## src/sv/b64d_pkg.sv

```systemverilog
// Package for the base64 decoder: queue entry type, queue sizing and the
// character-to-sextet map. No dependencies.
package b64d_pkg;

  localparam int unsigned Q_AW    = 2;
  localparam int unsigned Q_DEPTH = 1 << Q_AW;

  // One queue entry: the results caused by one input item.
  typedef struct packed {
    logic [23:0] word;          // bytes, first result most significant
    logic [1:0]  nres;          // number of results, 1..3
    logic        byte_present;  // 0 for a bare end marker
    logic        done;          // last result of the entry closes the message
  } b64d_entry_t;

  // Bit 6 set: not in the alphabet (padding included).
  function automatic logic [6:0] sextet_of(input logic [7:0] c);
    logic [6:0] r;
    r = 7'h40;
    if (c inside {[8'h41:8'h5a]}) begin
      r = {1'b0, 6'(c - 8'h41)};
    end else if (c inside {[8'h61:8'h7a]}) begin
      r = {1'b0, 6'(c - 8'h61 + 8'd26)};
    end else if (c inside {[8'h30:8'h39]}) begin
      r = {1'b0, 6'(c - 8'h30 + 8'd52)};
    end else if (c == 8'h2b) begin
      r = {1'b0, 6'd62};
    end else if (c == 8'h2f) begin
      r = {1'b0, 6'd63};
    end
    return r;
  endfunction

endpackage

```

## src/sv/base64_decoder.sv

```systemverilog
// Top level of the streaming base64 decoder.
// Instantiates b64d_front, b64d_queue and b64d_back; depends on b64d_pkg.
//
// One character is taken per cycle while the four-entry result queue has
// room; every fourth alphabet character, and the end item of a message,
// leaves one entry holding one to three results. Results leave at one per
// cycle when not stalled, through a registered output, so sustained input
// runs at one item per cycle until the stream yields more than one result
// per cycle, and then at the output rate (three results per group of four
// characters keeps pace). The first '=' or non-alphabet byte halts decoding
// until the message ends; the end item always yields a result flagged
// message_done, a bare marker with byte_present low when no byte remains.
module base64_decoder import b64d_pkg::*; (
  input  logic       clk,
  input  logic       rst_n,
  input  logic       in_valid,
  output logic       in_stall,
  input  logic [7:0] in_char_code,
  input  logic       in_char_present,
  input  logic       in_message_end,
  output logic       out_valid,
  input  logic       out_stall,
  output logic [7:0] out_byte,
  output logic       out_byte_present,
  output logic       out_message_done
);

  logic        accept, push, pop, full, empty;
  b64d_entry_t push_entry, head;

  assign in_stall = full;
  assign accept   = in_valid && !full;

  b64d_front u_front (
    .clk          (clk),
    .rst_n        (rst_n),
    .accept       (accept),
    .char_code    (in_char_code),
    .char_present (in_char_present),
    .message_end  (in_message_end),
    .push         (push),
    .push_entry   (push_entry)
  );

  b64d_queue u_queue (
    .clk        (clk),
    .rst_n      (rst_n),
    .push       (push),
    .push_entry (push_entry),
    .pop        (pop),
    .full       (full),
    .empty      (empty),
    .head       (head)
  );

  b64d_back u_back (
    .clk              (clk),
    .rst_n            (rst_n),
    .empty            (empty),
    .head             (head),
    .pop              (pop),
    .out_valid        (out_valid),
    .out_stall        (out_stall),
    .out_byte         (out_byte),
    .out_byte_present (out_byte_present),
    .out_message_done (out_message_done)
  );

endmodule

```

## src/sv/b64d_front.sv

```systemverilog
// Front end of the base64 decoder: classifies each character, keeps the open
// group and the halt flag, and pushes one queue entry per item that has results.
// Depends on b64d_pkg.
module b64d_front import b64d_pkg::*; (
  input  logic        clk,
  input  logic        rst_n,
  input  logic        accept,
  input  logic [7:0]  char_code,
  input  logic        char_present,
  input  logic        message_end,
  output logic        push,
  output b64d_entry_t push_entry
);

  logic [17:0] pend_r, pend_nxt;
  logic [1:0]  cnt_r, cnt_nxt;
  logic        halted_r, halted_nxt;
  logic [6:0]  sx;
  logic        group_done;

  always_ff @(posedge clk) begin
    if (!rst_n) begin
      pend_r   <= '0;
      cnt_r    <= '0;
      halted_r <= 1'b0;
    end else begin
      pend_r   <= pend_nxt;
      cnt_r    <= cnt_nxt;
      halted_r <= halted_nxt;
    end
  end

  always_comb begin
    sx         = sextet_of(char_code);
    pend_nxt   = pend_r;
    cnt_nxt    = cnt_r;
    halted_nxt = halted_r;
    group_done = 1'b0;
    push       = 1'b0;
    push_entry = '0;

    if (accept && char_present && !halted_r) begin
      if (sx[6]) begin
        halted_nxt = 1'b1;
      end else if (cnt_r == 2'd3) begin
        group_done              = 1'b1;
        push                    = 1'b1;
        push_entry.word         = {pend_r, sx[5:0]};
        push_entry.nres         = 2'd3;
        push_entry.byte_present = 1'b1;
        pend_nxt                = '0;
        cnt_nxt                 = '0;
      end else begin
        pend_nxt = {pend_r[11:0], sx[5:0]};
        cnt_nxt  = cnt_r + 2'd1;
      end
    end

    if (accept && message_end) begin
      push            = 1'b1;
      push_entry.done = 1'b1;
      if (!group_done) begin
        if (cnt_nxt == 2'd3) begin
          push_entry.word         = {pend_nxt, 6'd0};
          push_entry.nres         = 2'd2;
          push_entry.byte_present = 1'b1;
        end else if (cnt_nxt == 2'd2) begin
          push_entry.word         = {pend_nxt[11:0], 12'd0};
          push_entry.nres         = 2'd1;
          push_entry.byte_present = 1'b1;
        end else begin
          // bare end marker
          push_entry.word         = '0;
          push_entry.nres         = 2'd1;
          push_entry.byte_present = 1'b0;
        end
      end
      pend_nxt   = '0;
      cnt_nxt    = '0;
      halted_nxt = 1'b0;
    end
  end

endmodule

```

## src/sv/b64d_queue.sv

```systemverilog
// Short register queue between the decoder front and back ends.
// Depends on b64d_pkg.
module b64d_queue import b64d_pkg::*; (
  input  logic        clk,
  input  logic        rst_n,
  input  logic        push,
  input  b64d_entry_t push_entry,
  input  logic        pop,
  output logic        full,
  output logic        empty,
  output b64d_entry_t head
);

  b64d_entry_t     mem_r [Q_DEPTH];
  logic [Q_AW-1:0] wr_ptr_r, rd_ptr_r;
  logic [Q_AW:0]   count_r, count_nxt;

  assign full  = (count_r == (Q_AW+1)'(Q_DEPTH));
  assign empty = (count_r == '0);
  assign head  = mem_r[rd_ptr_r];

  always_comb begin
    count_nxt = count_r;
    if (push && !pop) begin
      count_nxt = count_r + 1'b1;
    end else if (pop && !push) begin
      count_nxt = count_r - 1'b1;
    end
  end

  always_ff @(posedge clk) begin
    if (!rst_n) begin
      wr_ptr_r <= '0;
      rd_ptr_r <= '0;
      count_r  <= '0;
    end else begin
      if (push) begin
        wr_ptr_r <= wr_ptr_r + 1'b1;
      end
      if (pop) begin
        rd_ptr_r <= rd_ptr_r + 1'b1;
      end
      count_r <= count_nxt;
    end
  end

  always_ff @(posedge clk) begin
    if (push) begin
      mem_r[wr_ptr_r] <= push_entry;
    end
  end

  a_no_overflow: assert property (@(posedge clk) disable iff (!rst_n)
    !(push && full && !pop))
    else $error("queue push while full");

  a_no_underflow: assert property (@(posedge clk) disable iff (!rst_n)
    !(pop && empty))
    else $error("queue pop while empty");

endmodule

```

## src/sv/b64d_back.sv

```systemverilog
// Back end of the base64 decoder: walks the head queue entry one result at a
// time into the output register. Depends on b64d_pkg.
module b64d_back import b64d_pkg::*; (
  input  logic        clk,
  input  logic        rst_n,
  input  logic        empty,
  input  b64d_entry_t head,
  output logic        pop,
  output logic        out_valid,
  input  logic        out_stall,
  output logic [7:0]  out_byte,
  output logic        out_byte_present,
  output logic        out_message_done
);

  logic       valid_r;
  logic [7:0] byte_r, byte_nxt;
  logic       present_r, done_r;
  logic [1:0] idx_r, idx_nxt;
  logic       load, last;

  assign out_valid        = valid_r;
  assign out_byte         = byte_r;
  assign out_byte_present = present_r;
  assign out_message_done = done_r;

  always_comb begin
    load = !empty && (!valid_r || !out_stall);
    last = (idx_r == head.nres - 2'd1);
    pop  = load && last;
    case (idx_r)
      2'd0:    byte_nxt = head.word[23:16];
      2'd1:    byte_nxt = head.word[15:8];
      default: byte_nxt = head.word[7:0];
    endcase
    idx_nxt = idx_r;
    if (load) begin
      idx_nxt = last ? 2'd0 : idx_r + 2'd1;
    end
  end

  always_ff @(posedge clk) begin
    if (!rst_n) begin
      valid_r <= 1'b0;
      idx_r   <= '0;
    end else begin
      idx_r <= idx_nxt;
      if (load) begin
        valid_r <= 1'b1;
      end else if (!out_stall) begin
        valid_r <= 1'b0;
      end
    end
  end

  always_ff @(posedge clk) begin
    if (load) begin
      byte_r    <= byte_nxt;
      present_r <= head.byte_present;
      done_r    <= head.done && last;
    end
  end

  a_idx_in_entry: assert property (@(posedge clk) disable iff (!rst_n)
    !empty |-> (idx_r < head.nres))
    else $error("result index beyond entry");

  a_marker_zero: assert property (@(posedge clk) disable iff (!rst_n)
    (valid_r && !present_r) |-> (byte_r == 8'd0 && done_r))
    else $error("end marker carries data or lacks done");

  a_idx_reset_on_pop: assert property (@(posedge clk) disable iff (!rst_n)
    pop |=> (idx_r == 2'd0))
    else $error("result index not cleared after pop");

endmodule
```

## config.mk

```make
export PLATFORM = sky130hd
export DESIGN_NAME = base64_decoder
export DESIGN_NICKNAME = d
export VERILOG_FILES = /design/src/sv/b64d_pkg.sv /design/src/sv/base64_decoder.sv /design/src/sv/b64d_front.sv /design/src/sv/b64d_queue.sv /design/src/sv/b64d_back.sv
export SDC_FILE = /design/constraint.sdc
export NUM_CORES = 1
export LEC_CHECK = 0
export BUFFER_PORTS_ARGS = -buffer_cell sky130_fd_sc_hd__buf_2
export CORE_ASPECT_RATIO = 1.1
export CORE_UTILIZATION = 54
export DETAILED_ROUTE_END_ITERATION = 16
export MAX_ROUTING_LAYER = met4
export PLACE_DENSITY = 0.71
export SLEW_MARGIN = 15
export SYNTH_ARGS = -nofsm -noshare
export SYNTH_HDL_FRONTEND = slang
export SYNTH_SLANG_ARGS = --single-unit
export TNS_END_PERCENT = 1
```

## constraint.sdc

```tcl
create_clock -name clk -period 8.2 [get_ports clk]
set_clock_uncertainty 0.05 [all_clocks]
set_input_delay 1.64 -clock clk [delete_from_list [all_inputs] [get_ports clk]]
set_output_delay 1.64 -clock clk [all_outputs]
set_load 0.03 [all_outputs]
```

==> run_results.csv, run 1 <==
group,metric,value,unit
setup_path,crit_path_end_kind,"flop",
grt,grt_max_degree,29,
drt,wl,13600,um
drt,via_per_inst,5.95,
flow_run,cap_violations,0,
cells_and_area,post-route-util,62.0,%
setup_path,critPathArrivalTime,5.43,ns
power,p_clk_share,37.4,%
clock_network,cts_buffer_depth,2,
floorplan,io_pins,26,
yosys,synth_top_area_share,52.8,%
power,ir_drop,0.180,mV
yosys,synth-edff-count,122,
power,switching_share,26.9,%
yosys,async_flop_share,0,%
clock_network,h-tree-depth,4,
sta,rsz0062_at_grt,"false",
power,switching_power,0.000603,W
cells_and_area,nets,540,
cells_and_area,drive_gt1_share,22.3,%
yosys,synth_common_cells,"122 x edfxtp_1, 33 x dfxtp_1, 28 x mux4_2",
yosys,syn_inst,482,
drt,routedWlPerCell,20.1,um
power,p_comb_share,18.5,%
drt,ant_nets,0,
outcome,outcome,"finished, violations left",
floorplan,die_height,121,um
placement,gp_congestion,0.869,
drt,vias,4037,
setup_path,cp.required,8.49,ns
yosys,syn_avg_cell_area,14.4,um^2
worst_hold_path,hold_path_class,"reg -> reg",
yosys,synth.most_common_cell,"edfxtp_1",
sta,tns,0,ns
sta,min_period_over_period,62.8,%
grt,grt_pass1_wl,21400,um
grt,grt_pass1_vias,3973,
clock_network,post_cts_buffers,0,
floorplan,start_util,55.1,%
power,p_leak,2.58,nW
sta,relSlewSlack,29.4,%
power,p_seq_share,44.2,%
setup_path,start_kind,"input pin",
yosys,ys_seq_area_share,62.3,%
grt,use_met1,29.3,%
sta,slew_viol_final,0,
yosys,synth_area_leaders,"edfxtp_1 53%, dfxtp_1 9.5%, mux4_2 9.1%, ha_1 3.1%, a22oi_1 1.8%",
placement,port_buffers,25,
yosys,synth.cell_area,6940,um^2
yosys,ys_types,64,
drt,drtIter0Drc,280,
clock_network,cts_num_sinks,155,
yosys,yosysTopAreaCell,"edfxtp_1",
yosys,yosysWarnings,0,
grt,gr-usage-met2,35.0,%
floorplan,dieArea,13300,um^2
grt,met3_usage,6.07,%
yosys,ys.flop_type,"edfxtp_1",
clock_network,cts-buffers-inserted,17,
drt,dr.pass1.iters,11,
clock_network,clk_pin_slew_worst_paths,0.06,ns
setup_path,path_class,"in -> reg",
clock_network,ctsResizeCount,0,
clock_network,cts_root_buffer,"clkbuf_16",
grt,track_usage,23.0,%
outcome,failed_checks,"DRC",
placement,postPlaceCellArea,7170,um^2
drt,drc,2,
sta,setup-violations-final,0,
cells_and_area,antennaDiodeCount,0,
power,p_int,0.00164,W
setup_path,path_max_fanout,12,
sta,fin_crit,5.15,ns
sta,hold_violations,0,
yosys,syn_nets,514,
floorplan,core.rowCount,43,
clock_network,clock_latency,0.42,ns
setup_path,regToRegSetupSlack,4.31,ns
sta,tightest_slew,1.06,ns
grt,busiest_layer,"met2",
cells_and_area,final.fill_count,932,
clock_network,cts_tree,"built",
grt,antenna_found_initial,0,
cells_and_area,syn2layout_area_growth,12.5,%
placement,dp_hpwl,8780,um
power,p_per_area,287,nW/um^2
clock_network,holdBufCountCts,0,
floorplan,die_x,110,um
cells_and_area,final_cell_area,7810,um^2
floorplan,core,12600,um^2
yosys,ys_ff_latch,155,
sta,max_freq,194,MHz
sta,whs,0.403,ns
grt,overflow,0,
layout by cell type, fill, tap and decap left out, drive strengths merged, types with 3 or more instances in the layout:
cell type,n
edfxtp,122
dfxtp,33
buf,30
inv,29
mux4,28
o21ai,27
nor2,26
nand2,24
a21oi,23
a22oi,17
ha,17
clkbuf,17
and2,15
nand3,14
nor2b,11
xnor2,10
a221o,9
and3,8
o22ai,5
a21boi,5
nor3,4
or3,4
bufinv,4
mux2i,3
clkinvlp,3
a311oi,3
clkinv,3
a2bb2oi,3
area by class of cell:
type                       instances  area, um^2  area share [%]
timing repair buffer              30         163            2.08
multi-input combinational        280        2400            30.7
inverter                          24        90.1            1.15
sequential                       155        4330            55.4
clock inverter                    15         210            2.69
clock buffer                      17         425            5.45
tap                              157         196            2.52
kinds of logic after synthesis:
group / synth area share (%)
adder cells (fa/ha/maj): 3.35
XOR/XNOR: 1.51
AO/OA/AOI/OAI: 11.3
buffers and inverters: 3.14
flip-flops: 62.3
AND/OR/NAND/NOR: 8.92
multiplexers: 9.52
sequential cells by signal (all words and copies together) (netlist names), 2 cells and up, named ones only:
name and count:
u_back.idx_r 2, u_back.out_byte 8, u_front.cnt_r 2, u_front.pend_r 18, u_queue.count_r 3, u_queue.mem_r 112, u_queue.rd_ptr_r 2, u_queue.wr_ptr_r 2
worst paths after layout:
kind | from | to | cells past startpoint
worst max-delay path | in_char_code[2] | u_queue.count_r[2] | 14
worst min-delay path | u_front.halted_r | u_front.halted_r | 2
worst max register to register | flop | u_queue.count_r[2] | 10
worst min register to register | u_front.halted_r | u_front.halted_r | 2
through the flow:
stage | std cells | worst slack [ns] | power, W
2_1_floorplan | 482 | 3.65 | 0.00132
3_3_place_gp | 646 | 2.82 | 0.00141
3_5_place_dp | 646 | 2.62 | 0.00142
4_1_cts | 678 | 3.06 | 0.00226
5_1_grt | 678 | 2.79 | 0.00233
6_report | 678 | 3.05 | 0.00224
per-layer routing:
| layer | wire length, um | vias to the layer above |
|---|---|---|
| li1 | - | 1892 |
| met1 | 5780 | 2000 |
| met2 | 6830 | 119 |
| met3 | 686 | 26 |
| met4 | 344 | 0 |
| met5 | 0 | - |
worst max-delay path, stage by stage:
cell and delay, ns:
buf_2 0.22, inv_1 0.12, ha_1 0.28, a21oi_1 0.22
a311oi_2 0.08, a311oi_2 0.74, o211ai_2 0.42, nand2_1 0.32
ha_1 0.23, inv_1 0.07, fa_1 0.42, xor2_1 0.17
or3_1 0.31, a21boi_0 0.19
power by group through the flow:
stage	combinational, W	clock, W	sequential, W
global placement	0.000408	0	0.00101
global route	0.000450	0.000876	0.00100
floorplan	0.000298	0	0.00102
finish	0.000414	0.000836	0.000989
detailed placement	0.000415	0	0.00101
CTS	0.000418	0.000844	0.000994
No activity file was read; power rests on OpenSTA's default activity.
==> run 2, diff against run 1 <==
==> constraint.sdc (replaced) <==
create_clock -name clk -period 4.8 [get_ports clk]
set_clock_uncertainty 0.05 [all_clocks]
set_input_delay 0.96 -clock clk [delete_from_list [all_inputs] [get_ports clk]]
set_output_delay 0.96 -clock clk [all_outputs]
set_load 0.03 [all_outputs]
==> run 2 against run 1 <==
Compared with the run above: largest cell class unchanged; the run still ends with DRC left; wire length is 2.8% lower; cell count grew 0.74%; combinational power rose by 86%; first-iteration DRC count increased by 23%; power increased by 64%; setup slack got worse by 2.0 ns.
==> run_results.csv, run 2 (synthesis results as in run 1) <==
group,metric,value,unit
outcome,failed_checks,"DRC",
sta,rsz0062_at_grt,"false",
setup_path,critPathArrivalTime,4.05,ns
setup_path,crit_chain,"buf_2 > inv_1 > ha_1 > and2b_1 > o21a_2 > o21ai_4 > o211ai_2 > nand2_1 > ha_1 > inv_1 > fa_1 > xor2_1 > or3_1 > a21boi_0",
floorplan,core,12600,um^2
sta,hold_violations,0,
cells_and_area,top_register,"u_queue.mem_r",
grt,overflow,0,
clock_network,cts_root_buffer,"clkbuf_16",
cells_and_area,final.fill_count,956,
clock_network,h-tree-depth,4,
clock_network,clock_latency,0.41,ns
drt,dr.pass1.iters,11,
clock_network,clk_pin_slew_worst_paths,0.06,ns
sta,fin_crit,3.76,ns
power,switching_power,0.000986,W
drt,via_per_inst,6.02,
sta,slew_viol_final,0,
drt,drc,2,
sta,setup-violations-final,0,
power,p_per_area,472,nW/um^2
clock_network,post_cts_buffers,0,
clock_network,cts-buffers-inserted,17,
floorplan,dieArea,13300,um^2
clock_network,cts_num_sinks,155,
cells_and_area,layout_common_cells,"122 x edfxtp_1, 32 x dfxtp_1, 28 x mux4_2",
power,p_comb_share,20.9,%
drt,ant_nets,0,
sta,max_freq,266,MHz
flow_run,cap_violations,0,
sta,tns,0,ns
setup_path,crit_slowest_cell,"fa_1",
drt,vias,4114,
setup_path,path_delay_family,"adder cells",
clock_network,holdBufCountCts,0,
cells_and_area,antennaDiodeCount,0,
sta,tightest_slew,0.858,ns
power,switching_share,26.9,%
power,p_clk_share,34.5,%
setup_path,crit_path_end_kind,"flop",
power,p_seq_share,44.5,%
setup_path,cpPeakStageDelay,0.43,ns
floorplan,start_util,55.1,%
cells_and_area,syn2layout_area_growth,12.0,%
sta,min_period_over_period,78.4,%
cells_and_area,drive_gt1_share,22.2,%
setup_path,path_max_fanout,10,
worst_hold_path,hold_path_class,"reg -> reg",
drt,routedWlPerCell,19.4,um
setup_path,path_class,"in -> reg",
sta,relSlewSlack,42.8,%
grt,antenna_found_initial,0,
placement,dp_hpwl,8750,um
grt,grt_pass1_vias,4076,
clock_network,cts_buffer_depth,2,
setup_path,start_kind,"input pin",
clock_network,ctsResizeCount,0,
floorplan,core.rowCount,43,
sta,whs,0.396,ns
drt,drtIter0Drc,345,
drt,wl,13300,um
power,p_int,0.00269,W
grt,track_usage,22.8,%
power,ir_drop,0.404,mV
outcome,outcome,"finished, violations left",
placement,gp_congestion,0.954,
floorplan,io_pins,26,
floorplan,die_height,121,um
cells_and_area,largest_reg_flops,112,
grt,grt_max_degree,29,
grt,grt_pass1_wl,21500,um
setup_path,cp.required,5.08,ns
setup_path,path_buf_inv,3,
floorplan,die_x,110,um
cells_and_area,nets,545,
clock_network,cts_tree,"built",
cells_and_area,final_common_cell,"edfxtp_1",
power,p_leak,2.56,nW
placement,port_buffers,25,
[run 2: final cells by class]
cell class	instances	area, um^2	share of cell area [%]
flip-flops and latches	155	4330	55.6
multi-input cells	280	2400	30.9
clock buffers	21	440	5.67
repair buffers	35	200	2.58
well taps	157	196	2.53
clock inverters	11	121	1.56
inverters	24	90.1	1.16
[run 2: worst reg2reg max path, stage by stage (launching register included)]
cell and delay (ns):
dfxtp_1 0.30, buf_4 0.36, mux4_2 0.39, xnor2_1 0.18, mux2i_1 0.39, nand2b_4 0.23, ha_1 0.19, inv_1 0.07
fa_1 0.43, xor2_1 0.18, or3_1 0.30, a21boi_0 0.17
[run 2: power by group through the flow]
stage          Sequential (W)  Combinational, W  Clock (W)
4_1_cts               0.00164          0.000786    0.00128
5_1_grt               0.00165          0.000839    0.00134
3_5_place_dp          0.00167          0.000780          0
3_3_place_gp          0.00166          0.000765          0
2_1_floorplan         0.00175          0.000509          0
6_report              0.00163          0.000769    0.00127
[run 2: metal layers]
| layer | GRT usage [%] | vias to the layer above | wire [um] |
|---|---|---|---|
| li1 | - | 1908 | - |
| met1 | 29.6 | 2029 | 5750 |
| met2 | 35.9 | 157 | 6560 |
| met3 | 4.73 | 20 | 701 |
| met4 | 7.48 | 0 | 255 |
| met5 | - | - | 0 |
[run 2: path summary, 6_finish.rpt]
path                    start                  to  slack [ns]  cells past startpoint
max           in_char_code[2]  u_queue.count_r[2]        1.04                     14
min          u_front.halted_r    u_front.halted_r        0.40                      2
max reg2reg              flop  u_queue.count_r[2]        1.49                     11
min reg2reg  u_front.halted_r    u_front.halted_r        0.40                      2
[run 2: stage by stage]
| step | total power (W) | area, um^2 | cells | worst slack, ns | utilization [%] |
|---|---|---|---|---|---|
| floorplan | 0.00226 | 6940 | 482 | 0.929 | - |
| global placement | 0.00242 | 7210 | 651 | 0.788 | 57.3 |
| detailed placement | 0.00245 | 7210 | 651 | 0.656 | 57.3 |
| CTS | 0.00371 | 7770 | 683 | 1.08 | 61.7 |
| global route | 0.00383 | 7770 | 683 | 0.850 | 61.7 |
| finish | 0.00367 | 7770 | 683 | 1.04 | 61.7 |
